### config.mk
export PLATFORM = sky130hd
export DESIGN_NAME = tcs_ram
export DESIGN_NICKNAME = d
export VERILOG_FILES = /design/src/rtl/tcs_ram.sv
export SDC_FILE = /design/constraint.sdc
export NUM_CORES = 2
export LEC_CHECK = 0
export ABC_AREA = 1
export BUFFER_PORTS_ARGS = -buffer_cell sky130_fd_sc_hd__buf_2
export CAP_MARGIN = 15
export CORE_ASPECT_RATIO = 1.25
export CORE_MARGIN = 1
export CORE_UTILIZATION = 37
export CTS_BUF_LIST = sky130_fd_sc_hd__clkbuf_4
export DETAILED_ROUTE_END_ITERATION = 8
export PLACE_DENSITY = 0.56
export SETUP_SLACK_MARGIN = 0.15
export SLEW_MARGIN = 10
export SYNTH_ARGS = -nofsm -noshare
export SYNTH_HDL_FRONTEND = slang
export SYNTH_SLANG_ARGS = --single-unit
### constraint.sdc
create_clock -name clk -period 2 [get_ports clk]
set_input_delay 0.3 -clock clk [delete_from_list [all_inputs] [get_ports clk]]
set_output_delay 0.3 -clock clk [all_outputs]
set_load 0.05 [all_outputs]
### src/rtl/tcs_ram.sv
`timescale 1ns / 1ps
// ----------------------------------------------------------------------------
// Generic RAM
// One write port and one read port with registered read data.
// ----------------------------------------------------------------------------
module tcs_ram #(
  parameter int WIDTH = 8,
  parameter int DEPTH = 256
) (
  input  logic                     clk,
  input  logic                     we,
  input  logic [$clog2(DEPTH)-1:0] waddr,
  input  logic [WIDTH-1:0]         wdata,
  input  logic [$clog2(DEPTH)-1:0] raddr,
  output logic [WIDTH-1:0]         rdata
);

  logic [WIDTH-1:0] mem [DEPTH];

  always_ff @(posedge clk) begin
    if (we) begin
      mem[waddr] <= wdata;
    end
    rdata <= mem[raddr];
  end

endmodule

* After elaboration in Yosys (flattened, before gate mapping)
Memory sizes are Yosys's and may differ from the RTL's. A register that Yosys moved wholly into a read port is not among the register bits.
Cells that the tools add are included.
** Operators by class
- Muxes and demuxes :: 2
** Operators by type and width (count)
- 1-bit 2-to-1 mux :: 2
** Storage, ports and cells
- Memories kept :: 1
- Memory bits (writable) :: 2048
- Register bits after elaboration :: 0
- Output and inout bits :: 8
- Logic and storage cells :: 3
- Input port bits :: 26
** Memories
- mem :: depth 256, width 8, read ports 1, clocked after memory_dff 1, write ports 1, RTL line 18 : logic [WIDTH-1:0] mem [DEPTH];

* Logic depth before layout (Yosys ltp)
- Depth in word-level cells :: 2
- Gate-level depth with buffers :: 15
- Mapped depth without buffers :: 11

* Worst setup path before layout
OpenSTA, ideal clock, no wires.
- Path kind :: input-to-reg
- Start :: in we
- End :: mem mem[162][0], enable pin
- Buffers on the path :: 2
- Arrival time :: 1.421 ns
- Required time :: 1.630 ns
- Stages on the path :: 4
- Setup time :: 0.370 ns
- Slack :: 0.209 ns
- Cells stage by stage :: clkbuf_1 nand3_1 clkbuf_1 nor2_1
** Between the ends
- Cells in the longest elaborated chain, start to end :: 2
** Ends and longest elaborated chain
- start, declared :: RTL line 11 : input logic we,
- 1-bit 2-to-1 mux :: RTL line 21 : if (we) begin
- 1-bit 2-to-1 mux (implied by the code) :: RTL line 22 : mem[waddr] <= wdata;
- end, declared :: RTL line 18
No other way between the ends.

* Final worst setup path
- Start :: reg rdata[1], read port of mem
- End :: out rdata[1]
** RTL lines
- start, declared :: RTL line 15 : output logic [WIDTH-1:0] rdata
No word-level cell between the ends.

==> results.sh <==
export IMPL_violations="negative setup slack"
export IMPL_worstHoldStart="wdata[5]"
export IMPL_htreeDepth=5
export IMPL_die_w_um=427
export IMPL_endpoint_kind="output pin"
export IMPL_synth_seq_cells=2056
export IMPL_synth_top_family_by_area="simple AND/OR/NAND/NOR gates"
export IMPL_start_util_pct=37.3
export IMPL_crit_family="flip-flops"
export IMPL_hpwl_mm=156
export IMPL_status="finished with violations"
export IMPL_die_area_sq_mm=0.227
export IMPL_clkTransAtPathRegs_ns=0.07
export IMPL_required_ns=1.70
export IMPL_max_freq_mhz=459
export IMPL_gp_congestion=0.893
export IMPL_fin_crit_ns=2.18
export IMPL_design_area_sq_mm=0.0990
export IMPL_hold_class="input pin to flop"
export IMPL_rr_startpoint="mem[171][6]"
export IMPL_wirelength_mm=252
export IMPL_rows=194
export IMPL_setup_viol=8
export IMPL_synth_compound_area_share_pct=0
export IMPL_grt_pass1_wl_mm=370
export IMPL_fin_util_pct=44.2
export IMPL_ff2ff_path_depth=10
export IMPL_fin_skew_ns=0.156
export IMPL_drtAntennaViolNets=0
export IMPL_cp_depth=1
export IMPL_crit_slowest_cell="dfxtp_4"
export IMPL_synth_warnings=0
export IMPL_start_kind="flop"
export IMPL_grt_pass1_vias=57449
export IMPL_synth_mux_area_fraction_pct=0
export IMPL_power_leakage_nw=35.9
export IMPL_synthAdderAreaFrac_pct=0
export IMPL_path_max_fanout=1
export IMPL_syn_avg_cell_area_sq_um=11.9
export IMPL_fin_crit_sh_pct=109
export IMPL_max_vdd_ir_drop_uv=422
export IMPL_setup_tns_ns=-1.11
export IMPL_grt_max_degree=85
export IMPL_cp_slowest_stage_delay_ns=0.44
export IMPL_synth_xor_area_share_pct=0
export IMPL_synth_distinct_cells=14
export IMPL_cts_tree="yes"
export IMPL_syn_num_nets=7029
export IMPL_clock_path_buffers=4
export IMPL_routed_via_density=5.21
export IMPL_numCtsBuffers=481
export IMPL_clockRootBuffer="clkbuf_4"
export IMPL_yosys_area_top_type_share_pct=73.7
export IMPL_synthCells=7003
export IMPL_final_nets=7812
export IMPL_groute_usage_overall_pct=21.9
export IMPL_total_power_mw=87.5
export IMPL_fp_dieH_um=533
export IMPL_core_sq_mm=0.224
export IMPL_synth_seq_area_share_pct=73.9
export IMPL_synth_area_leaders="edfxtp_1, nand3_1, nand2_1"
export IMPL_relSlewSlack_pct=58.2
export IMPL_cp_cell_sequence="buf_8"
export IMPL_wl_per_cell_um=22.6
export IMPL_maxCapViolCount=0
export IMPL_layout_drive_gt1_share_pct=18.4
export IMPL_path_class="flop to output pin"
export IMPL_yosys_area_share_simple_pct=22.9
export IMPL_drv_slew=0
export IMPL_ios=34
export IMPL_rsz0062_at_grt="true"
export IMPL_drtIter0Drc=5403
export IMPL_dr_pass1_iters=6
export IMPL_grt_remaining_overflow=0
export IMPL_vias=57952
export IMPL_synth_largest_area_cell="edfxtp_1"
export IMPL_hold_depth=2
export IMPL_startpoint="rdata[1]"
export IMPL_syn_to_final_growth_pct=18.7
export IMPL_cp_arrival_ns=1.88
export IMPL_p_per_area_mw_per_mm2=884
export IMPL_finalHoldViolCount=0
export IMPL_place_area_sq_mm=0.0923
export IMPL_cts_sink_count=2056
export IMPL_worst_path_buf_inv=1
export IMPL_antenna_found_initial=19
export IMPL_postLayoutSetupSlackWorst_ns=-0.179
export IMPL_drc_errors=0
export IMPL_worst_pin_slew_ns=0.626
export IMPL_port_buffers=33
export IMPL_insertion_delay_ns=1.27
export IMPL_syn_cell_area_sq_mm=0.0834
[cell usage after synthesis]
master / number
buf_4: 46
edfxtp_1: 2048
inv_1: 36
buf_6: 16
inv_4: 1
inv_2: 2
dfxtp_1: 8
buf_8: 1
buf_1: 40
nor2_1: 283
nand3_1: 2019
nand2_1: 2123
buf_2: 268
clkbuf_1: 112
[path summary, 6_finish.rpt]
path / endpoint / slack, ns
setup reg to reg: rdata[6] / 0.18
hold reg to reg: rdata[3] / 0.99
setup / recovery: rdata[1] / -0.18
hold / removal: mem[115][5] / 0.11
[repair_timing]
item | 4_1_cts | 5_1_grt
endpoints found under the setup margin | 12 | 27
hold buffers | 39 | 0
hold endpoints to repair | 3597 | 0
resized for setup | 45 | 12
buffers inserted | 0 | 0
[registers in the layout (all words and copies together) (netlist names)]
name and count:
mem 2048, rdata 8
[cell families (layout without fill, tap and decap cells)]
logic type,count (synthesis),count (layout)
other,0,12
AND/OR/NAND/NOR,4425,4425
buffers and inverters,522,1699
flip-flops,2056,2056
[area by class of cell]
cell class / instances / area, sq um
diodes: 12 / 30.0
clock buffers: 682 / 5120
clock inverters: 195 / 992
fillers: 20829 / 125000
inverters: 39 / 180
multi-input cells: 4425 / 19200
flip-flops and latches: 2056 / 61700
well taps: 2940 / 3680
repair buffers: 783 / 8080
[worst register-to-register path, cell delays in order, from the launching register on]
cell,delay (ns)
edfxtp_1,0.38
nand2_1,0.08
nand3_1,0.08
nand3_1,0.13
nand3_1,0.15
nand3_1,0.19
nand3_1,0.24
nand3_2,0.22
nand2_1,0.08
nand2_1,0.10
nand2_1,0.06
[metrics by stage]
stage / setup WS (ns) / hold WS (ns) / std cells
2_1_floorplan: 0.209 / 0.399 / 7003
3_3_place_gp: -0.580 / 0.675 / 10205
4_1_cts: -0.306 / 0.00343 / 11121
6_report: -0.179 / 0.105 / 11132
3_5_place_dp: -0.592 / 0.670 / 10205
5_1_grt: -0.259 / 0.0450 / 11127
[report_power, final]
group	internal (mW)	total, mW	switching, mW
clock	16.8	33.4	16.7
combinational	2.06	6.58	4.52
sequential	47.5	47.5	0.0941
[cells in the final DEF (no fill, tap or decap), types with 9 or more instances in the layout]
cell type,count
nand2_1,2114
clkinv_1,149
buf_2,12
nand3_1,2010
nand3_2,9
diode_2,12
nand2_2,9
buf_12,158
edfxtp_1,2048
buf_8,19
clkinv_2,30
clkbuf_4,682
inv_1,34
dlygate4sd3_1,37
buf_4,552
nor2_1,279
[metal layers]
metal	track usage, %	wire [um]	vias up
li1	-	-	26833
met1	27.0	97800	28318
met2	37.0	125000	2276
met3	3.46	16500	525
met4	11.1	12500	0
met5	0	0	-
Note: power is estimated with default switching activity, not from simulation.
