## src/rtl/tcs_pkg.sv

```systemverilog
`timescale 1ns / 1ps
// ----------------------------------------------------------------------------
// Track centerline steering package
// Shared constants, register indexes and the configuration bundle.
// ----------------------------------------------------------------------------
package tcs_pkg;

  localparam int IMG_WIDTH_DEF = 320;
  localparam int IMG_ROWS_DEF  = 128;

  localparam int CFG_DATA_W = 16;
  localparam int CFG_IDX_W  = 3;

  localparam logic [15:0] CENTER_DUTY_RST = 16'd4455;
  localparam logic [15:0] DUTY_MIN_RST    = 16'd3960;
  localparam logic [15:0] DUTY_MAX_RST    = 16'd4950;
  localparam logic [6:0]  VIEW_TOP_RST    = 7'd40;
  localparam logic [6:0]  VIEW_BOTTOM_RST = 7'd90;
  localparam int          PREV_DEV_RST    = 160;

  typedef enum logic [CFG_IDX_W-1:0] {
    CFG_CENTER_DUTY = 3'd0,
    CFG_PROP_GAIN   = 3'd1,
    CFG_DERIV_GAIN  = 3'd2,
    CFG_DUTY_MIN    = 3'd3,
    CFG_DUTY_MAX    = 3'd4,
    CFG_VIEW_TOP    = 3'd5,
    CFG_VIEW_BOTTOM = 3'd6
  } cfg_idx_t;

  typedef struct packed {
    logic [15:0]        center_duty;
    logic signed [10:0] prop_gain;
    logic signed [10:0] deriv_gain;
    logic [15:0]        duty_min;
    logic [15:0]        duty_max;
    logic [6:0]         view_top;
    logic [6:0]         view_bottom;
  } cfg_t;

endpackage

```

## src/rtl/tcs_scan.sv

```systemverilog
`timescale 1ns / 1ps
// ----------------------------------------------------------------------------
// Centerline scanner
// Walks the frame from the bottom row up, one memory word per step, and
// records the free span's midpoint per row until a row's center is set.
// ----------------------------------------------------------------------------
module tcs_scan
  import tcs_pkg::*;
#(
  parameter int IMG_WIDTH = IMG_WIDTH_DEF,
  parameter int IMG_ROWS  = IMG_ROWS_DEF
) (
  input  logic                                               clk,
  input  logic                                               rst,
  input  logic                                               start,
  output logic                                               busy,
  output logic [$clog2(((IMG_WIDTH+7)/8)*IMG_ROWS)-1:0]      rd_addr,
  input  logic [7:0]                                         rd_data,
  output logic                                               mid_we,
  output logic [$clog2(IMG_ROWS)-1:0]                        mid_addr,
  output logic [$clog2(IMG_WIDTH)-1:0]                       mid_data,
  output logic                                               done,
  output logic [$clog2(IMG_ROWS)-1:0]                        reached_row
);

  localparam int RB       = (IMG_WIDTH + 7) / 8;
  localparam int FB       = RB * IMG_ROWS;
  localparam int FAW      = $clog2(FB);
  localparam int CW       = $clog2(IMG_WIDTH);
  localparam int BW       = $clog2(RB);
  localparam int RW       = $clog2(IMG_ROWS);
  localparam int LAST_OFF = (IMG_WIDTH - 1) % 8;
  localparam int C0       = (IMG_WIDTH - 1) / 2;

  typedef enum logic [2:0] {
    S_IDLE = 3'b001,
    S_READ = 3'b010,
    S_EVAL = 3'b100
  } state_t;

  typedef enum logic [2:0] {
    PH_CENTER = 3'b001,
    PH_RIGHT  = 3'b010,
    PH_LEFT   = 3'b100
  } phase_t;

  state_t        state;
  phase_t        phase;
  logic [RW-1:0] row;
  logic [FAW-1:0] base;
  logic [CW-1:0] center;
  logic [BW-1:0] byte_i;
  logic [CW-1:0] right;

  logic [BW-1:0] cbyte;
  logic [2:0]    coff;
  logic          at_cbyte;
  logic          at_last;
  logic [2:0]    r_lo;
  logic [2:0]    r_hi;
  logic [2:0]    l_hi;
  logic [2:0]    r_off;
  logic [2:0]    l_off;
  logic          r_found;
  logic          l_found;
  logic          left_end;
  logic [CW-1:0] left_v;
  logic [CW:0]   lr_sum;
  logic [CW-1:0] newc;

  assign cbyte    = BW'(center[CW-1:3]);
  assign coff     = center[2:0];
  assign at_cbyte = (byte_i == cbyte);
  assign at_last  = (byte_i == BW'(RB - 1));
  assign rd_addr  = base + FAW'(byte_i);
  assign busy     = (state != S_IDLE);

  always_comb begin
    r_lo    = at_cbyte ? coff : 3'd0;
    r_hi    = at_last ? 3'(LAST_OFF) : 3'd7;
    l_hi    = at_cbyte ? coff : 3'd7;
    r_found = 1'b0;
    r_off   = 3'd0;
    l_found = 1'b0;
    l_off   = 3'd0;
    for (int o = 7; o >= 0; o--) begin
      if (3'(o) >= r_lo && 3'(o) <= r_hi && rd_data[7-o]) begin
        r_found = 1'b1;
        r_off   = 3'(o);
      end
    end
    for (int o = 0; o < 8; o++) begin
      if (3'(o) <= l_hi && rd_data[7-o]) begin
        l_found = 1'b1;
        l_off   = 3'(o);
      end
    end
  end

  assign left_end = l_found || (byte_i == '0);
  assign left_v   = l_found ? CW'({byte_i, l_off}) + CW'(1) : '0;
  assign lr_sum   = {1'b0, left_v} + {1'b0, right};
  assign newc     = lr_sum[CW:1];

  assign mid_we   = (state == S_EVAL) && (phase == PH_LEFT) && left_end;
  assign mid_addr = row;
  assign mid_data = newc;

  always_comb begin
    done = 1'b0;
    if (state == S_EVAL) begin
      case (phase)
        PH_CENTER: done = rd_data[3'd7 - coff];
        PH_LEFT:   done = left_end && (row == '0);
        default:   done = 1'b0;
      endcase
    end
  end

  always_ff @(posedge clk) begin
    if (rst) begin
      state       <= S_IDLE;
      phase       <= PH_CENTER;
      reached_row <= RW'(IMG_ROWS - 1);
    end else begin
      case (state)
        S_IDLE: begin
          if (start) begin
            row    <= RW'(IMG_ROWS - 1);
            base   <= FAW'((IMG_ROWS - 1) * RB);
            center <= CW'(C0);
            byte_i <= BW'(C0 / 8);
            phase  <= PH_CENTER;
            state  <= S_READ;
          end
        end
        S_READ: begin
          state <= S_EVAL;
        end
        S_EVAL: begin
          state <= S_READ;
          case (phase)
            PH_CENTER: begin
              if (rd_data[3'd7 - coff]) begin
                state <= S_IDLE;
              end else begin
                phase <= PH_RIGHT;
              end
            end
            PH_RIGHT: begin
              if (r_found) begin
                right  <= CW'({byte_i, r_off}) - CW'(1);
                phase  <= PH_LEFT;
                byte_i <= cbyte;
              end else if (at_last) begin
                right  <= CW'(IMG_WIDTH - 1);
                phase  <= PH_LEFT;
                byte_i <= cbyte;
              end else begin
                byte_i <= byte_i + BW'(1);
              end
            end
            PH_LEFT: begin
              if (left_end) begin
                reached_row <= row;
                center      <= newc;
                if (row == '0) begin
                  state <= S_IDLE;
                end else begin
                  row    <= row - RW'(1);
                  base   <= base - FAW'(RB);
                  byte_i <= BW'(newc[CW-1:3]);
                  phase  <= PH_CENTER;
                end
              end else begin
                byte_i <= byte_i - BW'(1);
              end
            end
            default: begin
              state <= S_IDLE;
            end
          endcase
        end
        default: begin
          state <= S_IDLE;
        end
      endcase
    end
  end

endmodule

```

## config.mk

```make
export PLATFORM = sky130hd
export DESIGN_NAME = tcs_scan
export DESIGN_NICKNAME = d
export VERILOG_FILES = /design/src/rtl/tcs_pkg.sv /design/src/rtl/tcs_scan.sv
export SDC_FILE = /design/constraint.sdc
export NUM_CORES = 1
export LEC_CHECK = 0
export ABC_AREA = 1
export BUFFER_PORTS_ARGS = -buffer_cell sky130_fd_sc_hd__buf_2
export CORE_ASPECT_RATIO = 2
export CORE_MARGIN = 4
export CORE_UTILIZATION = 60
export DETAILED_ROUTE_END_ITERATION = 7
export PLACE_DENSITY_LB_ADDON = 0.1
export SLEW_MARGIN = 20
export SYNTH_ARGS = -nofsm -noshare
export SYNTH_HDL_FRONTEND = slang
export SYNTH_SLANG_ARGS = --single-unit
```

## constraint.sdc

```tcl
create_clock -name clk -period 6.6 [get_ports clk]
set_input_delay 1.65 -clock clk [delete_from_list [all_inputs] [get_ports clk]]
set_output_delay 1.65 -clock clk [all_outputs]
set_load 0.1 [all_outputs]
```

Word level (Yosys, flattened, before mapping). Index checks and enable logic that the tools add are counted.

Register bits: 57. Latch bits: 0. Bits in writable memories: 0. ROM bits: 0. Bits of input ports: 11. Logic and storage cells: 160. Memories kept: 0.

Add/sub/neg operators: 9. Multiply operators: 0. Divide/modulo/power cells: 0. $lt $le $gt $ge: 17. Equality and inequality tests: 20. Shifts and indexed selects: 0. Mux-type cells: 75. Bitwise logic cells: 1. Reductions and logical operators: 30.

Operator list (count): $mux 3 (23); $mux 9 (6); $mux 13 (4); $mux 6 (5); $mux 7 (4); $pmux 13 s2 (1); $pmux 6 s2 (2); $logic_and 1x1->1 (19); $mux 1 (19); $pmux 3 s3 (2); $pmux 9 s2 (1); $pmux 7 s2 (1); $add 13x6->13 (1); $sub 13x6->13 const B (1); $ge 3x3->1 const A (4); $le 3x3->1 const A (4); $add 9x9->10 (1); $reduce_and 5->1 (2); $add 9x1->9 const B (1); $ne 3x3->1 const B (3); $sub 9x1->9 const B (1); $ne 4x4->1 const B (2); $logic_not 7->1 (1); $reduce_and 7->1 (1); other kinds (30) (43).

Depth between registers and ports, before layout.
Depth after elaboration: 18. Depth in mapped cells: 30. Mapped depth without buffers: 29.

Worst setup path before layout. Ideal clock, no wire load.

Kind: input to output. Start point: input rd_data[5]. End point: output mid_data[7]. Arrival time: 5.072 ns. Required time: 4.950 ns. Path slack: -0.122 ns. Stages on the path: 17. Path buffers: 0. Cell sequence: nand2_1 nand3_1 nand2_1 nand2_1 nand2_1 nand2_1 nand2_1 ha_1 nand2_1 fa_1 o21ai_0 a21oi_1 o21ai_0 a21oi_1 nor2_1 nor2_1 xor2_1.

Cells in the longest elaborated chain, start to end: 10. Elaborated cells between the ends (all ways): 16. Those cells by class: add/sub: 2; mux: 13; reduce/logical: 1.

Ends and longest elaborated chain: start, declared (RTL line tcs_scan.sv:18) `input logic [7:0] rd_data,`; $logic_and 1x1->1 * (RTL line tcs_scan.sv:93) `if (3'(o) <= l_hi && rd_data[7-o]) begin`; $mux 3 (6 in series) (RTL line tcs_scan.sv:93); $add 9x1->9 (RTL line tcs_scan.sv:101) `assign left_v = l_found ? CW'({byte_i, l_off}) + CW'(1) : '0;`; $mux 9 * (RTL line tcs_scan.sv:101); $add 9x9->10 * (RTL line tcs_scan.sv:102) `assign lr_sum = {1'b0, left_v} + {1'b0, right};`; end, declared (RTL line tcs_scan.sv:21) `output logic [$clog2(IMG_WIDTH)-1:0] mid_data,`.

Every way passes the cells marked *; elsewhere a longest branch is shown, timed or not.

Worst setup path after layout. Same ends and word-level chain as after synthesis.

==> results.txt <==
----------------------------------------------------
[Outcome]
  Result of the run ... completed

[Yosys]
  Average footprint of a synthesized cell ... 7.572 um^2
  Post-Syn Nets ... roughly 570
  Total of flip-flops plus latches after synthesis ... 54
  Top flip-flop cell by instance count after synthesis ... sky130_fd_sc_hd__edfxtp_1
  Cell Area, Synth ... approximately 0.0041 mm^2
  Share of flip-flops with an asynchronous set or reset ... 0%
  Number of warnings issued by yosys ... 0
  Post-synth EDFFs ... 41
  Share of synthesized area occupied by flip-flops and latches ... 36.28%
  Cell variety after synth ... 46
  Syn Inst Count ... ~540

[Critical path]
  Depth of the worst register-to-register path ... 27
  Most used cell along the critical path ... sky130_fd_sc_hd__nand2_1
  Series of cell instances along the critical path ... buf_2 -> nand2_1 -> nand3_1 -> nand2_1 -> nand2_1 -> nand2_1 -> nand2_1 -> nand2_1 -> ha_1 -> nand2_1 -> inv_1 -> nor3_1 -> ha_1 -> nand2_1 -> o21ai_0 -> a21oi_1 -> o21ai_0 -> a21oi_1 -> nor2_1 -> nor2_1 -> xor2_2 -> buf_6
  Sum of buffers and inverters on the critical path ... 3
  Worst Path Arrival ... between 4 and 5 ns
  Slowest library cell on the worst path ... sky130_fd_sc_hd__o21ai_0
  Nature of the critical path startpoint ... input port
  CP delay by family, top ... simple AND/OR/NAND/NOR gates
  Peak per-stage delay on the critical path ... 0.29 ns
  Critical Path End Type ... output port
  Critical path class ... in2out
  Critical Path Stages ... 22
  Required @ worst endpoint ... slightly below 5 ns
  Critical path fanouts, max ... 4

[Finish]
  Layout overhead on the synthesized area ... 14.12%
  Final nets ... between 600 and 700
  Final standard cell count with taps included and fillers excluded ... about 690
  Number of diodes added for antenna fixing ... 0
  Fill cell count ... about 600
  Fraction of layout cells with a size suffix above 1 ... between 15 and 20%

[Routing]
  Via count ... approximately 4000
  Initial DRC count ... around 230
  Remaining DRCs ... 0
  Drt wl/cell ... between 15 and 20 um
  Vias per cell ... around 5.8
  Post-DRT Antenna Nets ... 0
  Final wirelength ... 11630 um
  Drt first pass iters ... 7

[Die]
  Die area ... 0.008321 mm^2
  Count of boundary I/O pins ... 50
  Number of placement rows ... 42
  Die Y-Extent ... between 100 and 150 um
  Area of the placeable core ... roughly 0.0066 mm^2
  Effective utilization at floorplan ... between 60% and 70%
  Floorplan die width ... 66.54 um

[Timing]
  Count of pins over their slew limit ... 0
  Worst slew margin ... 43.87%
  Number of setup violations in the final report ... 0
  Final period demand of the worst path ... a little over 6 ns
  Accumulated negative setup slack ... 0 ns
  Hold Violations, Final ... 0
  Highest Clock Rate ... 162.3 MHz
  Transition time of the tightest slew-check pin ... between 0.8 and 0.9 ns
  Unrepaired setup endpoints after global routing ... no
  Share of the clock period used by the worst path ... 93.37%
  Worst Clk Skew ... 0.008654 ns

[Power and ir drop]
  VDD IR-drop max ... about 0.35 mV
  Power per cell area ... around 260 mW/mm^2
  Static power due to leakage ... around 2.2 nW

[Placement]
  # placed instances ... 670
  Port Buf Inserts ... 49
  Total half-perimeter wirelength after legalization and detailed placement ... 9177 um
  Global placer's final weighted congestion ... approximately 0.95

[Worst hold path]
  Cell count of the worst hold path ... 2
  Min-Delay Path Class ... reg2reg

[Clock network]
  Reg clk slew, reported paths ... 0.07 ns
  # clock sinks ... between 50 and 60
  Largest buffer count on any clock path ... 2
  H-tree level count ... 2
  CTS hold repair buffers ... 0
  TritonCTS clock tree ... built
  Worst-Skew Late Latency ... ~0.3 ns
  TritonCTS buffer count ... 5
  Clock root buffer ... sky130_fd_sc_hd__clkbuf_16

[Global routing]
  Number of antenna violations at the first check in global routing ... 0
  Number of global-route vias before repair ... 3911
  Grt total ovfl ... 0
  Global-route wire length before repair ... ~19000 um
  All-Layer GR Usage ... roughly 29%
  Maximum number of pins on one net before global-route repair ... 21

[Flow run]
  Max-cap violations ... 0

----------------------------------------------------
==> registers in the layout, indices dropped and copies added, names as in the netlist <==
name         count
base            10
byte_i           6
center           9
mid_addr         7
phase            3
reached_row      7
right            9
state            3
==> worst paths after layout <==
| kind | slack (ns) | endpoint | from |
|---|---|---|---|
| max | 0.44 | mid_data[7] | rd_data[5] |
| min | 0.48 | reached_row[4] | reached_row[4] |
| max reg2reg | 2.25 | center[7] | byte_i[1] |
| min reg2reg | 0.48 | reached_row[4] | reached_row[4] |
==> kinds of logic (layout without fill, tap and decap cells) <==
logic type,after synthesis,in the layout,synth area share (%)
xor gates and xnor gates,21,21,4.473
AOI/OAI and AO/OA,90,90,12.57
buffers and inverters,98,156,9.769
and+or+nand+nor,260,260,30.46
adders and majority gates,20,20,6.452
DFF,54,54,36.28
==> cells in the final DEF, fill, tap and decap left out, types with 12 or more instances in the layout <==
cell and instances:
sky130_fd_sc_hd__xor2_1 16, sky130_fd_sc_hd__inv_1 76, sky130_fd_sc_hd__a21oi_1 33, sky130_fd_sc_hd__nand3_1 44, sky130_fd_sc_hd__edfxtp_1 41, sky130_fd_sc_hd__buf_2 48
sky130_fd_sc_hd__ha_1 18, sky130_fd_sc_hd__nand2_1 102, sky130_fd_sc_hd__o21ai_0 26, sky130_fd_sc_hd__buf_4 13, sky130_fd_sc_hd__nand2_2 16, sky130_fd_sc_hd__nor2_1 54
sky130_fd_sc_hd__nor3_1 12, sky130_fd_sc_hd__dfxtp_1 13
==> synth_stat cells (2+ instances only) <==
cell	number	share of area [%]
sky130_fd_sc_hd__nand2_1	102	9.3
sky130_fd_sc_hd__inv_1	76	6.9
sky130_fd_sc_hd__nor2_1	54	4.9
sky130_fd_sc_hd__nand3_1	44	5.4
sky130_fd_sc_hd__edfxtp_1	41	30
sky130_fd_sc_hd__a21oi_1	33	4.0
sky130_fd_sc_hd__o21ai_0	26	3.2
sky130_fd_sc_hd__ha_1	18	5.5
sky130_fd_sc_hd__xor2_1	17	3.6
sky130_fd_sc_hd__nand2_2	16	2.4
sky130_fd_sc_hd__dfxtp_1	13	6.3
sky130_fd_sc_hd__nor3_1	13	1.6
sky130_fd_sc_hd__buf_4	8	1.5
sky130_fd_sc_hd__inv_2	7	0.64
sky130_fd_sc_hd__nand4_1	7	1.1
sky130_fd_sc_hd__o211ai_1	7	1.3
sky130_fd_sc_hd__o21ai_1	6	0.73
sky130_fd_sc_hd__or2_2	6	0.91
sky130_fd_sc_hd__clkbuf_1	4	0.37
sky130_fd_sc_hd__o22ai_1	4	0.61
sky130_fd_sc_hd__xnor2_1	4	0.85
sky130_fd_sc_hd__a31oi_1	3	0.46
sky130_fd_sc_hd__nor2_2	3	0.46
sky130_fd_sc_hd__nor2_4	3	0.82
sky130_fd_sc_hd__nor2_8	3	1.5
sky130_fd_sc_hd__a21o_1	2	0.37
sky130_fd_sc_hd__fa_1	2	0.97
sky130_fd_sc_hd__nand2_4	2	0.55
sky130_fd_sc_hd__nand3_2	2	0.49
==> worst reg2reg max path: stages, from the launching register on <==
cell and delay [ns]:
sky130_fd_sc_hd__edfxtp_1 0.53, sky130_fd_sc_hd__inv_2 0.14, sky130_fd_sc_hd__nand2_2 0.11, sky130_fd_sc_hd__nand2_4 0.07
sky130_fd_sc_hd__nor2_8 0.15, sky130_fd_sc_hd__nand2_2 0.08, sky130_fd_sc_hd__nor2_4 0.15, sky130_fd_sc_hd__nand4_1 0.14
sky130_fd_sc_hd__nand3_1 0.11, sky130_fd_sc_hd__nand2_1 0.05, sky130_fd_sc_hd__nand2_1 0.06, sky130_fd_sc_hd__nand2_1 0.05
sky130_fd_sc_hd__nand2_1 0.12, sky130_fd_sc_hd__nand2_1 0.08, sky130_fd_sc_hd__ha_1 0.20, sky130_fd_sc_hd__nand2_1 0.12
sky130_fd_sc_hd__inv_1 0.09, sky130_fd_sc_hd__nor3_1 0.20, sky130_fd_sc_hd__ha_1 0.22, sky130_fd_sc_hd__nand2_1 0.06
sky130_fd_sc_hd__o21ai_0 0.25, sky130_fd_sc_hd__a21oi_1 0.11, sky130_fd_sc_hd__o21ai_0 0.29, sky130_fd_sc_hd__a21oi_1 0.11
sky130_fd_sc_hd__nor2_1 0.10, sky130_fd_sc_hd__nor2_1 0.07, sky130_fd_sc_hd__xor2_2 0.16, sky130_fd_sc_hd__or2_2 0.29
==> metal layers <==
metal / vias up / share of wire [%] / routed length, um / global-route usage (%)
li1: 1905 / - / - / -
met1: 1860 / 33 / 3862 / 27.87
met2: 167 / 55 / 6386 / 54.66
met3: 51 / 4.1 / 477 / 3.680
met4: 0 / 7.7 / 901 / 20.84
met5: - / 0 / 0 / 0
==> layout make-up <==
class                           instances  area (um^2)  area share (%)
Sequential cell                        54         1491           31.79
Timing Repair Buffer                   62        349.1           7.440
Multi-Input combinational cell        391         2231           47.55
Clock buffer                            7        175.2           3.733
Tap cell                               88        110.1           2.347
Clock inverter                          1        8.758          0.1867
Inverter                               86        326.6           6.960
==> report_power, final <==
| part | internal [W] | switching [W] |
|---|---|---|
| logic | 0.000106 | 0.000414 |
| clock network | 0.000188 | 0.000126 |
| registers | 0.000389 | 0.0000136 |
==> per-stage QoR <==
step / total power (W) / utilization [%] / area, um^2 / hold WS (ns) / worst slack, ns
after floorplan: 0.0008200 / - / 4119 / 0.4612 / 0.08552
after global placement: 0.0009107 / 66.74 / 4419 / 0.4518 / 0.3769
after detailed placement: 0.0009173 / 66.74 / 4419 / 0.4612 / 0.3214
after CTS: 0.001227 / 69.52 / 4603 / 0.4787 / 0.2970
after global routing: 0.001288 / 70.86 / 4692 / 0.5073 / 0.007595
final: 0.001236 / 70.86 / 4692 / 0.4788 / 0.4379
==> what timing repair did <==
item                       in CTS  in global routing
setup endpoints to repair       0                  1
gates resized for setup         0                  3
setup buffers                   0                 11
Note: power is estimated with default switching activity, not from simulation.
