===== config.mk =====
export PLATFORM = sky130hd
export DESIGN_NAME = tcs_steer
export DESIGN_NICKNAME = d
export VERILOG_FILES = /design/src/rtl/tcs_pkg.sv /design/src/rtl/tcs_steer.sv
export SDC_FILE = /design/constraint.sdc
export NUM_CORES = 1
export LEC_CHECK = 0
export ABC_AREA = 0
export BUFFER_PORTS_ARGS = -buffer_cell sky130_fd_sc_hd__buf_2
export CAP_MARGIN = 10
export CORE_ASPECT_RATIO = 0.75
export CORE_MARGIN = 2
export CORE_UTILIZATION = 60
export DETAILED_ROUTE_END_ITERATION = 7
export GPL_ROUTABILITY_DRIVEN = 0
export PLACE_DENSITY = 0.83
export SYNTH_ARGS = -nofsm -noshare
export SYNTH_HDL_FRONTEND = slang
export SYNTH_SLANG_ARGS = --single-unit
export TNS_END_PERCENT = 1

===== constraint.sdc =====
create_clock -name clk -period 9.8 [get_ports clk]
set_clock_uncertainty 0.2 [all_clocks]
set_input_delay 0.98 -clock clk [delete_from_list [all_inputs] [get_ports clk]]
set_output_delay 0.98 -clock clk [all_outputs]
set_load 0.005 [all_outputs]

===== src/rtl/tcs_pkg.sv =====
`timescale 1ns / 1ps
// ----------------------------------------------------------------------------
// Track centerline steering package
// Shared constants, register indexes and the configuration bundle.
// ----------------------------------------------------------------------------
package tcs_pkg;

  localparam int IMG_WIDTH_DEF = 320;
  localparam int IMG_ROWS_DEF  = 128;

  localparam int CFG_DATA_W = 16;
  localparam int CFG_IDX_W  = 3;

  localparam logic [15:0] CENTER_DUTY_RST = 16'd4455;
  localparam logic [15:0] DUTY_MIN_RST    = 16'd3960;
  localparam logic [15:0] DUTY_MAX_RST    = 16'd4950;
  localparam logic [6:0]  VIEW_TOP_RST    = 7'd40;
  localparam logic [6:0]  VIEW_BOTTOM_RST = 7'd90;
  localparam int          PREV_DEV_RST    = 160;

  typedef enum logic [CFG_IDX_W-1:0] {
    CFG_CENTER_DUTY = 3'd0,
    CFG_PROP_GAIN   = 3'd1,
    CFG_DERIV_GAIN  = 3'd2,
    CFG_DUTY_MIN    = 3'd3,
    CFG_DUTY_MAX    = 3'd4,
    CFG_VIEW_TOP    = 3'd5,
    CFG_VIEW_BOTTOM = 3'd6
  } cfg_idx_t;

  typedef struct packed {
    logic [15:0]        center_duty;
    logic signed [10:0] prop_gain;
    logic signed [10:0] deriv_gain;
    logic [15:0]        duty_min;
    logic [15:0]        duty_max;
    logic [6:0]         view_top;
    logic [6:0]         view_bottom;
  } cfg_t;

endpackage


===== src/rtl/tcs_steer.sv =====
`timescale 1ns / 1ps
// ----------------------------------------------------------------------------
// Steering law
// Averages the midline offset over the view window with a serial divider
// and turns it into a clamped PD servo duty.
// ----------------------------------------------------------------------------
module tcs_steer
  import tcs_pkg::*;
#(
  parameter int IMG_WIDTH = IMG_WIDTH_DEF,
  parameter int IMG_ROWS  = IMG_ROWS_DEF
) (
  input  logic                         clk,
  input  logic                         rst,
  input  logic                         start,
  input  cfg_t                         cfg,
  input  logic [$clog2(IMG_ROWS)-1:0]  reached_row,
  output logic [$clog2(IMG_ROWS)-1:0]  mid_addr,
  input  logic [$clog2(IMG_WIDTH)-1:0] mid_data,
  output logic                         busy,
  output logic                         out_valid,
  output logic [15:0]                  servo_duty,
  output logic signed [9:0]            deviation,
  output logic [6:0]                   top_row,
  output logic                         empty_window
);

  localparam int RW     = $clog2(IMG_ROWS);
  localparam int CW     = $clog2(IMG_WIDTH);
  localparam int XW     = ((RW > 7) ? RW : 7) + 1;
  localparam int DEV_W  = (CW + 2 > 10) ? CW + 2 : 10;
  localparam int CNT_W  = 8;
  localparam int SUM_W  = DEV_W + CNT_W + 1;
  localparam int STEP_W = $clog2(SUM_W + 1);
  localparam int D_W    = DEV_W + 14;
  localparam int HALF   = IMG_WIDTH / 2;

  typedef enum logic [9:0] {
    S_IDLE  = 10'b0000000001,
    S_SETUP = 10'b0000000010,
    S_READ  = 10'b0000000100,
    S_ACC   = 10'b0000001000,
    S_DSET  = 10'b0000010000,
    S_DIV   = 10'b0000100000,
    S_DFIN  = 10'b0001000000,
    S_MUL   = 10'b0010000000,
    S_ADD   = 10'b0100000000,
    S_OUT   = 10'b1000000000
  } state_t;

  state_t                    state;
  logic [XW-1:0]             deadline;
  logic [XW-1:0]             row_i;
  logic                      weight2;
  logic                      empty;
  logic [CNT_W-1:0]          cnt;
  logic signed [SUM_W-1:0]   sum;
  logic                      neg;
  logic [SUM_W-1:0]          dq;
  logic [CNT_W-1:0]          rem;
  logic [STEP_W-1:0]         dstep;
  logic signed [DEV_W-1:0]   dev;
  logic signed [DEV_W-1:0]   prev;
  logic signed [DEV_W+10:0]  p1;
  logic signed [DEV_W+11:0]  p2;
  logic signed [D_W-1:0]     duty_s;

  logic [XW-1:0]             reached_x;
  logic [XW-1:0]             top_x;
  logic [XW-1:0]             bottom_x;
  logic [XW-1:0]             dl_c;
  logic [CW-1:0]             mid_v;
  logic signed [CW+1:0]      term;
  logic signed [CW+1:0]      wterm;
  logic [CNT_W:0]            trial;
  logic                      ge;
  logic signed [DEV_W:0]     dd;
  logic signed [D_W-1:0]     dmax;
  logic signed [D_W-1:0]     dmin;
  logic signed [D_W-1:0]     dclamp;

  assign reached_x = XW'(reached_row);
  assign top_x     = XW'(cfg.view_top);
  assign bottom_x  = XW'(cfg.view_bottom);
  assign dl_c      = (reached_x > top_x) ? reached_x : top_x;
  assign mid_addr  = row_i[RW-1:0];
  assign busy      = (state != S_IDLE);

  assign mid_v = (row_i < XW'(IMG_ROWS)) ? mid_data : '0;
  assign term  = $signed({2'b00, mid_v}) - $signed((CW+2)'(HALF));
  assign wterm = weight2 ? (term <<< 1) : term;

  assign trial = {rem, dq[SUM_W-1]};
  assign ge    = (trial >= {1'b0, cnt});

  assign dd     = (DEV_W+1)'(dev) - (DEV_W+1)'(prev);
  assign dmax   = $signed(D_W'({1'b0, cfg.duty_max}));
  assign dmin   = $signed(D_W'({1'b0, cfg.duty_min}));

  always_comb begin
    dclamp = (duty_s > dmax) ? dmax : duty_s;
    if (dclamp < dmin) begin
      dclamp = dmin;
    end
  end

  always_ff @(posedge clk) begin
    if (rst) begin
      state     <= S_IDLE;
      out_valid <= 1'b0;
      prev      <= DEV_W'(PREV_DEV_RST);
    end else begin
      out_valid <= 1'b0;
      case (state)
        S_IDLE: begin
          if (start) begin
            state <= S_SETUP;
          end
        end
        S_SETUP: begin
          deadline <= dl_c;
          weight2  <= (dl_c == bottom_x);
          empty    <= (dl_c > bottom_x);
          row_i    <= bottom_x;
          cnt      <= '0;
          sum      <= '0;
          dev      <= '0;
          state    <= (dl_c > bottom_x) ? S_MUL : S_READ;
        end
        S_READ: begin
          state <= S_ACC;
        end
        S_ACC: begin
          sum <= sum + SUM_W'(wterm);
          cnt <= cnt + CNT_W'(1);
          if (row_i == deadline) begin
            state <= S_DSET;
          end else begin
            row_i <= row_i - XW'(1);
            state <= S_READ;
          end
        end
        S_DSET: begin
          neg   <= sum[SUM_W-1];
          dq    <= sum[SUM_W-1] ? SUM_W'(-sum) : SUM_W'(sum);
          rem   <= '0;
          dstep <= '0;
          state <= S_DIV;
        end
        S_DIV: begin
          rem   <= ge ? CNT_W'(trial - {1'b0, cnt}) : CNT_W'(trial);
          dq    <= {dq[SUM_W-2:0], ge};
          dstep <= dstep + STEP_W'(1);
          if (dstep == STEP_W'(SUM_W - 1)) begin
            state <= S_DFIN;
          end
        end
        S_DFIN: begin
          dev   <= neg ? -DEV_W'(dq) : DEV_W'(dq);
          state <= S_MUL;
        end
        S_MUL: begin
          p1    <= dev * cfg.prop_gain;
          p2    <= dd * cfg.deriv_gain;
          state <= S_ADD;
        end
        S_ADD: begin
          duty_s <= $signed(D_W'({1'b0, cfg.center_duty})) + D_W'(p1) + D_W'(p2);
          state  <= S_OUT;
        end
        S_OUT: begin
          servo_duty   <= dclamp[15:0];
          deviation    <= dev[9:0];
          top_row      <= 7'(reached_row);
          empty_window <= empty;
          prev         <= dev;
          out_valid    <= 1'b1;
          state        <= S_IDLE;
        end
        default: begin
          state <= S_IDLE;
        end
      endcase
    end
  end

endmodule


Yosys cells after proc, flatten, opt, wreduce, memory -nomap -nowiden
Index checks and enable logic that the tools add are counted.

Input port bits: 103. Word-level logic and storage cells: 93. Output and inout port bits: 43. Flip-flop bits (word level): 217.

$lt $le $gt $ge: 6. Add/subtract/negate cells: 11. Muxes and demuxes: 22. Reductions and logical operators: 13. Bitwise gates (word level): 1. Equal/unequal tests: 17. Multipliers: 2.

Operators by type and width (number): $pmux W10 S9 (1); $pmux W20 S2 (2); $pmux W8 S2 (3); $mux W10 (3); $gt A25 B17 Y1 (1); $lt A25 B17 Y1 (1); $mux W25 (1); $add A23 B23 Y24 (1); $mux W8 (3); $add A17 B22 Y23 (1); $mul A12 B11 Y23 (1); $mul A11 B11 Y22 (1); $pmux W11 S2 (1); $add A20 B11 Y20 (1); $mux W20 (1); $neg A20 Y20 (1); $reduce_and A2 Y1 (9); $mux W16 (1); $gt A7 B7 Y1 (2); $sub A11 B11 Y12 (1); $mux W11 (1); $neg A11 Y11 (1); $eq A10 B1 Y1 const B (1); $eq A10 B10 Y1 const B (1); 28 further kinds (32).

Logic depth before layout (Yosys ltp)
Gate-level depths: netlist of run 1.

Depth in word-level cells: 6. Gate-level depth with buffers: 33. Mapped depth without buffers: 31.

Least setup slack after synthesis of run 1
No wires, ideal clock.

Kind: flip-flop to flip-flop. Start point: reg dev[0]. End point: reg p2[21] (data pin). Library setup time: 268 ps. Period minus slack after synthesis: 7675 ps. Cell stages (with the launch flop): 32. Path buffers: 2. Required time: 9332 ps. Setup slack: 2125 ps. Arrival time: 7206 ps. Cells stage by stage: edfxtp_1 > clkbuf_1 > inv_1 > ha_1 > fa_1 > nor2b_1 > o21ai_0 > a21boi_0 > o21ai_0 > a21boi_0 > o21ai_0 > nor2b_1 > xnor2_1 > clkbuf_1 > nand2_1 > fa_1 > fa_1 > inv_1 > fa_1 > fa_1 > inv_1 > fa_1 > inv_1 > ha_1 > or3_1 > o311a_1 > o31ai_1 > a2111oi_0 > o21a_1 > o21ai_1 > a211oi_1 > xor2_1.

Cells in the longest elaborated chain, start to end: 2.

RTL lines: from (decl) (RTL line tcs_steer.sv:62) `logic signed [DEV_W-1:0] dev;`; from (signal assigned) (RTL line tcs_steer.sv:159) `dev <= neg ? -DEV_W'(dq) : DEV_W'(dq);`; $sub A11 B11 Y12 (RTL line tcs_steer.sv:96) `assign dd = (DEV_W+1)'(dev) - (DEV_W+1)'(prev);`; $mul A12 B11 Y23 (RTL line tcs_steer.sv:164) `p2 <= dd * cfg.deriv_gain;`; to (signal assigned) (RTL line tcs_steer.sv:164); to (decl) (RTL line tcs_steer.sv:65) `logic signed [DEV_W+11:0] p2;`.

Every way passes these cells. A chain may end at the register's enable or synchronous reset.

Final worst setup path of run 1
Same ends and word-level chain as after synthesis.

==> flow_summary.yaml, run 1 <==
synth:
  yosysMostFrequentCell: "inv_1"
  syn_area_per_cell_sq_um: 9.89
  ys_ff_latch: 215
  ys_seq_area_share_pct: 26.9
  syn_nets: 2924
  yosysWarnings: 0
  synth_flop_cell: "edfxtp_1"
  synth_cell_types: 73
  synth_edf_count: 193
  syn_area_sq_um: 23200
  yosys.area.top_type: "edfxtp_1"
  synth_common_cells: "inv_1 (403), fa_1 (262), ha_1 (213), edfxtp_1 (193), nand2_1 (173)"
  yosys.area.top_type_share_pct: 25.0
  syn_inst: 2346
  synth_area_leaders: "edfxtp_1 (25%), fa_1 (23%), ha_1 (11%), inv_1 (6.5%), xnor2_1 (3.4%)"
  synthArstFlopShare_pct: 0
sta:
  finalHoldViolations: 0
  fmax_mhz: 119
  setup_tns_ns: 0
  setup_viol: 0
  relSlewSlack_pct: 26.4
  finalMaxSlewViolations: 0
  post-route-min-period_ns: 8.43
  grt_setup_unrepaired: "false"
  worstMarginPinSlew_ns: 1.10
  min_period_over_period_pct: 86.0
critical_path:
  cp_slowest_cell: "o211ai_1"
  rr_worst_depth: 28
  r2r-end: "p2[21]"
  critPathArrivalTime_ns: 8.49
  crit_type: "reg -> reg"
  reg2reg_slack_ns: 1.37
  worst_ep_required_time_ns: 9.87
  crit_path_end_kind: "flop"
  cpPeakStageDelay_ns: 0.75
  worst-path-max-fanout: 13
  cpMostUsedCell: "fa_1"
  worst_setup_path_start_kind: "flop"
  r2r_start: "dev[0]"
detailed_routing:
  drc: 0
  viasPerCell: 5.77
  drt_iter0_drc: 1410
  wire_per_inst_um: 17.8
  postRouteAntennaNets: 0
  drt-pass1-iter-count: 5
  routed_wl_um: 53100
  vias: 17200
grt:
  grt_max_degree: 58
  grt_pass1_wl_um: 88500
  overflow: 0
  grt_usage_pct: 27.2
  grt_pass1_vias: 18100
  antenna_found_initial: 1
die:
  die_h_um: 174
  fp.coreArea_sq_um: 38200
  initial_core_util_pct: 60.8
  die-area_sq_um: 40300
  chipWidth_um: 231
  rows: 62
  io-pin-count: 146
cts:
  ctsResizeCount: 0
  cts_buffer_depth: 3
  cts_buffers: 24
  post_cts_buffers: 0
  tritoncts: "built"
  h-tree-depth: 1
  cts.sinks: 215
  clk_pin_slew_ns: 0.06
  hold_buffers: 0
  worstSkewPairLatency_ns: 0.54
  root_buffer: "clkbuf_16"
pwr:
  p_per_area_nw_per_um2: 181
  total_leakage_power_uw: 0.0114
  ir_drop_mv: 0.162
final_layout:
  drive_gt1_share_pct: 10.6
  regArea_sq_um: 6240
  num_antenna_cells: 0
  area_delta_synth_final_pct: 8.46
  multi_input_area_sq_um: 15100
  fill_cells: 2845
  nNetsFinal: 3034
  fin_area_sq_um: 25200
hold_path:
  min_from: "empty"
  holdPathEnd: "empty_window"
  whs_path_depth: 0
  hold_path_class: "reg -> reg"
place:
  portBuffers: 145
  placement.cell_area_sq_um: 24400
  dpl.hpwl_um: 42000
status:
  status: "finished clean"
job:
  drv_cap: 0
critical path, delay by kind of cell, from the launching register on:
family	cells	cell delay (ns)
and+or+nand+nor	3	0.46
buffers and inverters	4	0.28
DFF	1	0.56
AOI/OAI and AO/OA	12	2.98
xor gates and xnor gates	1	0.09
adders and majority gates	8	3.58
how the worst max path moves through the flow:
stage | start | to | slack (ns) | cells past startpoint
6_report | dev[0] | p2[21] | 1.37 | 28
5_1_grt | dev[0] | p2[21] | 0.65 | 28
4_1_cts | dev[0] | p2[21] | 1.44 | 28
3_5_place_dp | dev[0] | p2[21] | 1.54 | 28
3_3_place_gp | dev[0] | p2[21] | 1.78 | 28
2_1_floorplan | dev[0] | p2[21] | 2.13 | 31
through the flow:
stage	setup slack, ns	power, uW	cells	hold WS (ns)	utilization (%)
after global routing	0.646	4940	2986	0.242	65.9
after CTS	1.44	4550	2986	0.224	65.9
after global placement	1.78	3520	2942	0.213	63.8
final	1.37	4550	2986	0.224	65.9
after floorplan	2.13	3030	2346	0.200	-
after detailed placement	1.54	3650	2942	0.214	63.8
state kept, by name, indices dropped and copies added (netlist names):
signal	flops
out_valid	1
row_i	8
empty	1
prev	11
weight2	1
cnt	8
empty_window	1
sum	20
p1	22
duty_s	24
state	10
dq	20
rem	8
p2	23
dstep	5
deviation	10
top_row	7
dev	11
deadline	7
servo_duty	16
neg	1
power by group:
part | switching (uW) | internal (uW)
registers | 9.22 | 1130
logic | 1460 | 1060
clock network | 382 | 512
layout make-up:
type                            count  area share, %
Timing Repair Buffer              159           3.30
Clock buffer                       29           2.63
Inverter                          404           6.03
Multi-Input combinational cell   1652           60.2
Tap cell                          512           2.55
Clock inverter                     15          0.512
Sequential cell                   215           24.8
layout by cell type, fill, tap and decap left out, types with 31 or more instances in the layout:
cell type  instances
a21oi_1           89
and2_1           116
buf_2            145
edfxtp_1         193
fa_1             262
ha_1             213
inv_1            403
nand2_1          173
nand3_1           39
nor2_1           165
nor2b_1           31
nor3_1            33
o21ai_0           73
xnor2_1           91
xor2_1            48
logic make-up after synthesis:
logic type / Yosys count / synth area share [%]
flip-flops: 215 / 26.9
XOR/XNOR: 139 / 5.25
adder cells (fa/ha/maj): 475 / 34.1
AND/OR/NAND/NOR: 666 / 14.3
buffers and inverters: 479 / 7.93
multiplexers: 47 / 2.40
AO/OA/AOI/OAI: 325 / 9.13
metal layers:
| metal | global-route usage (%) | part of all wire [%] | wire [um] | up-vias |
|---|---|---|---|---|
| li1 | - | - | - | 7919 |
| met3 | 4.35 | 7.3 | 3860 | 145 |
| met4 | 9.25 | 3.4 | 1810 | 2 |
| met1 | 35.8 | 41 | 21900 | 8460 |
| met5 | 0 | 0.024 | 13 | - |
| met2 | 46.0 | 48 | 25500 | 699 |
(Power assumes the default switching activity.)
==> run 2, diff against run 1 <==
- GPL_ROUTABILITY_DRIVEN: 0 -> unset
- PLACE_DENSITY: 0.83 -> 0.79
==> flow_summary.yaml, run 2 (synthesis results as in run 1) <==
detailed_routing:
  wire_per_inst_um: 17.4
  drt_iter0_drc: 1316
  drt-pass1-iter-count: 5
  drc: 0
  postRouteAntennaNets: 0
  viasPerCell: 5.65
  routed_wl_um: 51900
  vias: 16900
cts:
  hold_buffers: 0
  clk_pin_slew_ns: 0.06
  worstSkewPairLatency_ns: 0.53
  root_buffer: "clkbuf_16"
  cts_buffer_depth: 3
  cts.sinks: 215
  post_cts_buffers: 0
  h-tree-depth: 1
  ctsResizeCount: 0
  cts_buffers: 23
  tritoncts: "built"
sta:
  grt_setup_unrepaired: "false"
  fmax_mhz: 120
  post-route-min-period_ns: 8.34
  worstMarginPinSlew_ns: 1.17
  finalHoldViolations: 0
  finalWorstSetupSlack_ns: 1.46
  min_period_over_period_pct: 85.1
  setup_tns_ns: 0
  relSlewSlack_pct: 21.9
  finalMaxSlewViolations: 0
  setup_viol: 0
critical_path:
  cpPeakStageDelay_ns: 0.69
  worst-path-max-fanout: 13
  path_delay_family: "adder cells"
  worst_setup_path_start_kind: "flop"
  cpMostUsedCell: "fa_1"
  crit_type: "reg -> reg"
  cp_slowest_cell: "o211ai_1"
  worst_ep_required_time_ns: 9.86
  crit_path_end_kind: "flop"
  critPathArrivalTime_ns: 8.40
  crit_start: "dev[0]"
  r2r_start: "dev[0]"
  path_buf_inv: 4
hold_path:
  min_from: "empty"
  hold_path_class: "reg -> reg"
grt:
  grt_usage_pct: 26.6
  grt_pass1_vias: 17700
  antenna_found_initial: 0
  overflow: 0
  grt_pass1_wl_um: 86500
  grt_max_degree: 58
place:
  portBuffers: 145
  gp_congestion: 0.897
  dpl.hpwl_um: 41700
  placement.cell_area_sq_um: 24400
  pre_cts_slack_ns: 1.60
final_layout:
  largest_reg_flops: 24
  final_common_cell: "inv_1"
  num_antenna_cells: 0
  fin_area_sq_um: 25100
  drive_gt1_share_pct: 10.4
  nNetsFinal: 3032
  reg.largest.list: "duty_s x24, p2 x23, p1 x22"
  regMostFlops: "duty_s"
  area_delta_synth_final_pct: 8.29
  layout_common_cells: "inv_1 (403), fa_1 (262), ha_1 (213)"
die:
  die_h_um: 174
  io-pin-count: 146
  die-area_sq_um: 40300
  initial_core_util_pct: 60.8
  fp.coreArea_sq_um: 38200
  rows: 62
  chipWidth_um: 231
pwr:
  ir_drop_mv: 0.166
  total_leakage_power_uw: 0.0114
  p_per_area_nw_per_um2: 179
job:
  drv_cap: 0
status:
  status: "finished clean"
==> run 2: per-layer routing <==
metal  global-route usage, %  wire [um]  vias to the layer above  part of all wire [%]
met5                       0          0                        -                     0
met4                    6.10       1050                        0                   2.0
met3                    4.31       3390                       89                   6.5
met2                    44.3      24300                      550                    47
met1                    36.7      23100                     8304                    45
li1                        -          -                     7910                     -
==> run 2: path summary, 6_finish.rpt <==
kind                                      to  slack [ns]  cells after the start
worst min register to register  empty_window        0.24                      0
worst max-delay path                  p2[21]        1.46                     28
worst max register to register        p2[21]        1.46                     28
worst min-delay path            empty_window        0.24                      0
==> run 2: layout make-up <==
cell class	instances	area, sq um
Fill cell	2908	13100
Tap cell	512	641
Timing Repair Buffer	158	823
Multi-Input combinational cell	1652	15100
Clock buffer	30	632
Inverter	404	1520
Sequential cell	215	6240
Clock inverter	12	124
==> run 2: per-stage QoR <==
stage          power, uW  std cells  hold WS (ns)  util, %
2_1_floorplan       3030       2346         0.200        -
3_3_place_gp        3510       2941         0.212     63.8
3_5_place_dp        3600       2941         0.218     63.8
4_1_cts             4510       2983         0.232     65.8
5_1_grt             4880       2983         0.239     65.8
6_report            4500       2983         0.238     65.8
==> run 2: report_power, final <==
part / internal (uW) / switching, uW
clock: 510 / 375
sequential: 1130 / 9.07
combinational: 1060 / 1420
==> run 2: worst reg2reg max path, delay by kind of cell (launching register included) <==
kind	cells	cell delay, ns
AOI/OAI and AO/OA	12	2.87
DFF	1	0.59
adders and majority gates	8	3.58
and+or+nand+nor	3	0.47
xor gates and xnor gates	1	0.10
buffers and inverters	4	0.26
==> run 3, diff against run 2 <==
- CORE_ASPECT_RATIO: 0.75 -> 2
==> flow_summary.yaml, run 3 (synthesis results as in run 1) <==
status:
  status: "finished clean"
final_layout:
  drive_gt1_share_pct: 10.3
  nNetsFinal: 3032
  largest_reg_flops: 24
  fill_cells: 2920
  final_common_cell: "inv_1"
  area_delta_synth_final_pct: 8.19
  layout_common_cells: "inv_1 (403), fa_1 (262), ha_1 (213)"
  reg.largest.list: "duty_s x24, p2 x23, p1 x22"
  regMostFlops: "duty_s"
  regArea_sq_um: 6240
  multi_input_area_sq_um: 15100
sta:
  setup_tns_ns: 0
  relSlewSlack_pct: 16.1
  finalMaxSlewViolations: 0
  min_period_over_period_pct: 87.0
  post-route-min-period_ns: 8.52
  finalHoldViolations: 0
  grt_setup_unrepaired: "false"
  fmax_mhz: 117
  finalWorstSetupSlack_ns: 1.28
  setup_viol: 0
  worstMarginPinSlew_ns: 1.26
critical_path:
  worst-path-max-fanout: 13
  worst_ep_required_time_ns: 9.88
  cpMostUsedCell: "fa_1"
  worst_setup_path_start_kind: "flop"
  cpPeakStageDelay_ns: 0.73
  critPathArrivalTime_ns: 8.60
  crit_path_end_kind: "flop"
  crit_type: "reg -> reg"
  cp_slowest_cell: "o211ai_1"
die:
  rows: 101
  io-pin-count: 146
  fp.coreArea_sq_um: 38000
  chipWidth_um: 143
  die_h_um: 282
  die-area_sq_um: 40300
  initial_core_util_pct: 61.0
detailed_routing:
  drt-pass1-iter-count: 7
  vias: 17000
  drt_iter0_drc: 645
  drc: 0
  wire_per_inst_um: 18.4
  routed_wl_um: 55000
  postRouteAntennaNets: 0
  viasPerCell: 5.69
cts:
  worstSkewPairLatency_ns: 0.54
  tritoncts: "built"
  root_buffer: "clkbuf_16"
  hold_buffers: 0
  cts.sinks: 215
  clk_pin_slew_ns: 0.06
  cts_buffer_depth: 3
  h-tree-depth: 1
  ctsResizeCount: 0
  post_cts_buffers: 0
  cts_buffers: 22
place:
  dpl.hpwl_um: 45600
  pre_cts_slack_ns: 1.35
  portBuffers: 145
  gp_congestion: 0.935
pwr:
  ir_drop_mv: 0.150
  power_frac_comb_pct: 56.1
  total_leakage_power_uw: 0.0114
  p_int_uw: 2680
  p_sw_share_pct: 41.0
  netSwitchingPower_uw: 1860
  p_per_area_nw_per_um2: 181
  clock_power_share_pct: 18.9
  sequentialPowerShare_pct: 25.0
grt:
  overflow: 0
  antenna_found_initial: 3
  grt_usage_pct: 28.0
  grt_pass1_vias: 18500
  grt_max_degree: 58
  grt_pass1_wl_um: 87700
hold_path:
  hold_path_class: "reg -> reg"
job:
  drv_cap: 0
## run 3: cell count changes in the layout (fill, tap and decap cells not counted), moves of 2 or more
| cell | delta |
|---|---|
| clkinv_2 | +2 |
| inv_6 | -2 |
| clkinvlp_4 | -3 |
| clkbuf_8 | -3 |
## run 3: layout make-up
class                      count  share of cell area, %
clock buffer                  25                   2.24
clock inverter                13                  0.608
timing repair buffer         159                   3.31
antenna                        1                0.00997
inverter                     404                   6.04
sequential                   215                   24.9
tap                          515                   2.57
multi-input combinational   1652                   60.4
## run 3: power by group through the flow
stage | registers, uW | logic (uW) | clock network, uW
after floorplan | 1150 | 1870 | 0
after global placement | 1160 | 2420 | 0
after detailed placement | 1160 | 2540 | 0
after CTS | 1140 | 2550 | 864
after global routing | 1140 | 2840 | 896
final | 1140 | 2550 | 858
## run 3: stage by stage
stage	cell area (sq um)	instances	util, %	hold slack [ns]	power (uW)
after floorplan	23200	2346	-	0.200	3030
after global placement	24400	2945	64.1	0.203	3580
after detailed placement	24400	2945	64.1	0.219	3690
after CTS	25100	2983	66.0	0.219	4550
after global routing	25100	2984	66.0	0.246	4880
final	25100	2984	66.0	0.218	4550
## run 3: path summary, 6_finish.rpt
check                               endpoint   start  slack [ns]  cells after the start
worst min register to register  empty_window   empty        0.22                      0
worst max register to register        p2[21]  dev[0]        1.28                     28
worst min-delay path            empty_window   empty        0.22                      0
worst max-delay path                  p2[21]  dev[0]        1.28                     28
## run 3: critical path, delay by kind of cell, from the launching register on
kind / cells / cell delay, ns
xor+xnor: 1 / 0.11
compound gates: 12 / 3.13
buf+inv: 4 / 0.26
simple gates: 3 / 0.46
flops: 1 / 0.54
fa+ha+maj: 8 / 3.54
## run 3: routing by layer
| metal | up-vias | routed length (um) | GRT usage (%) |
|---|---|---|---|
| met4 | 4 | 4140 | 18.8 |
| met5 | - | 30 | 0 |
| met3 | 217 | 2210 | 3.61 |
| li1 | 7917 | - | - |
| met2 | 505 | 31700 | 56.8 |
| met1 | 8350 | 16900 | 24.3 |
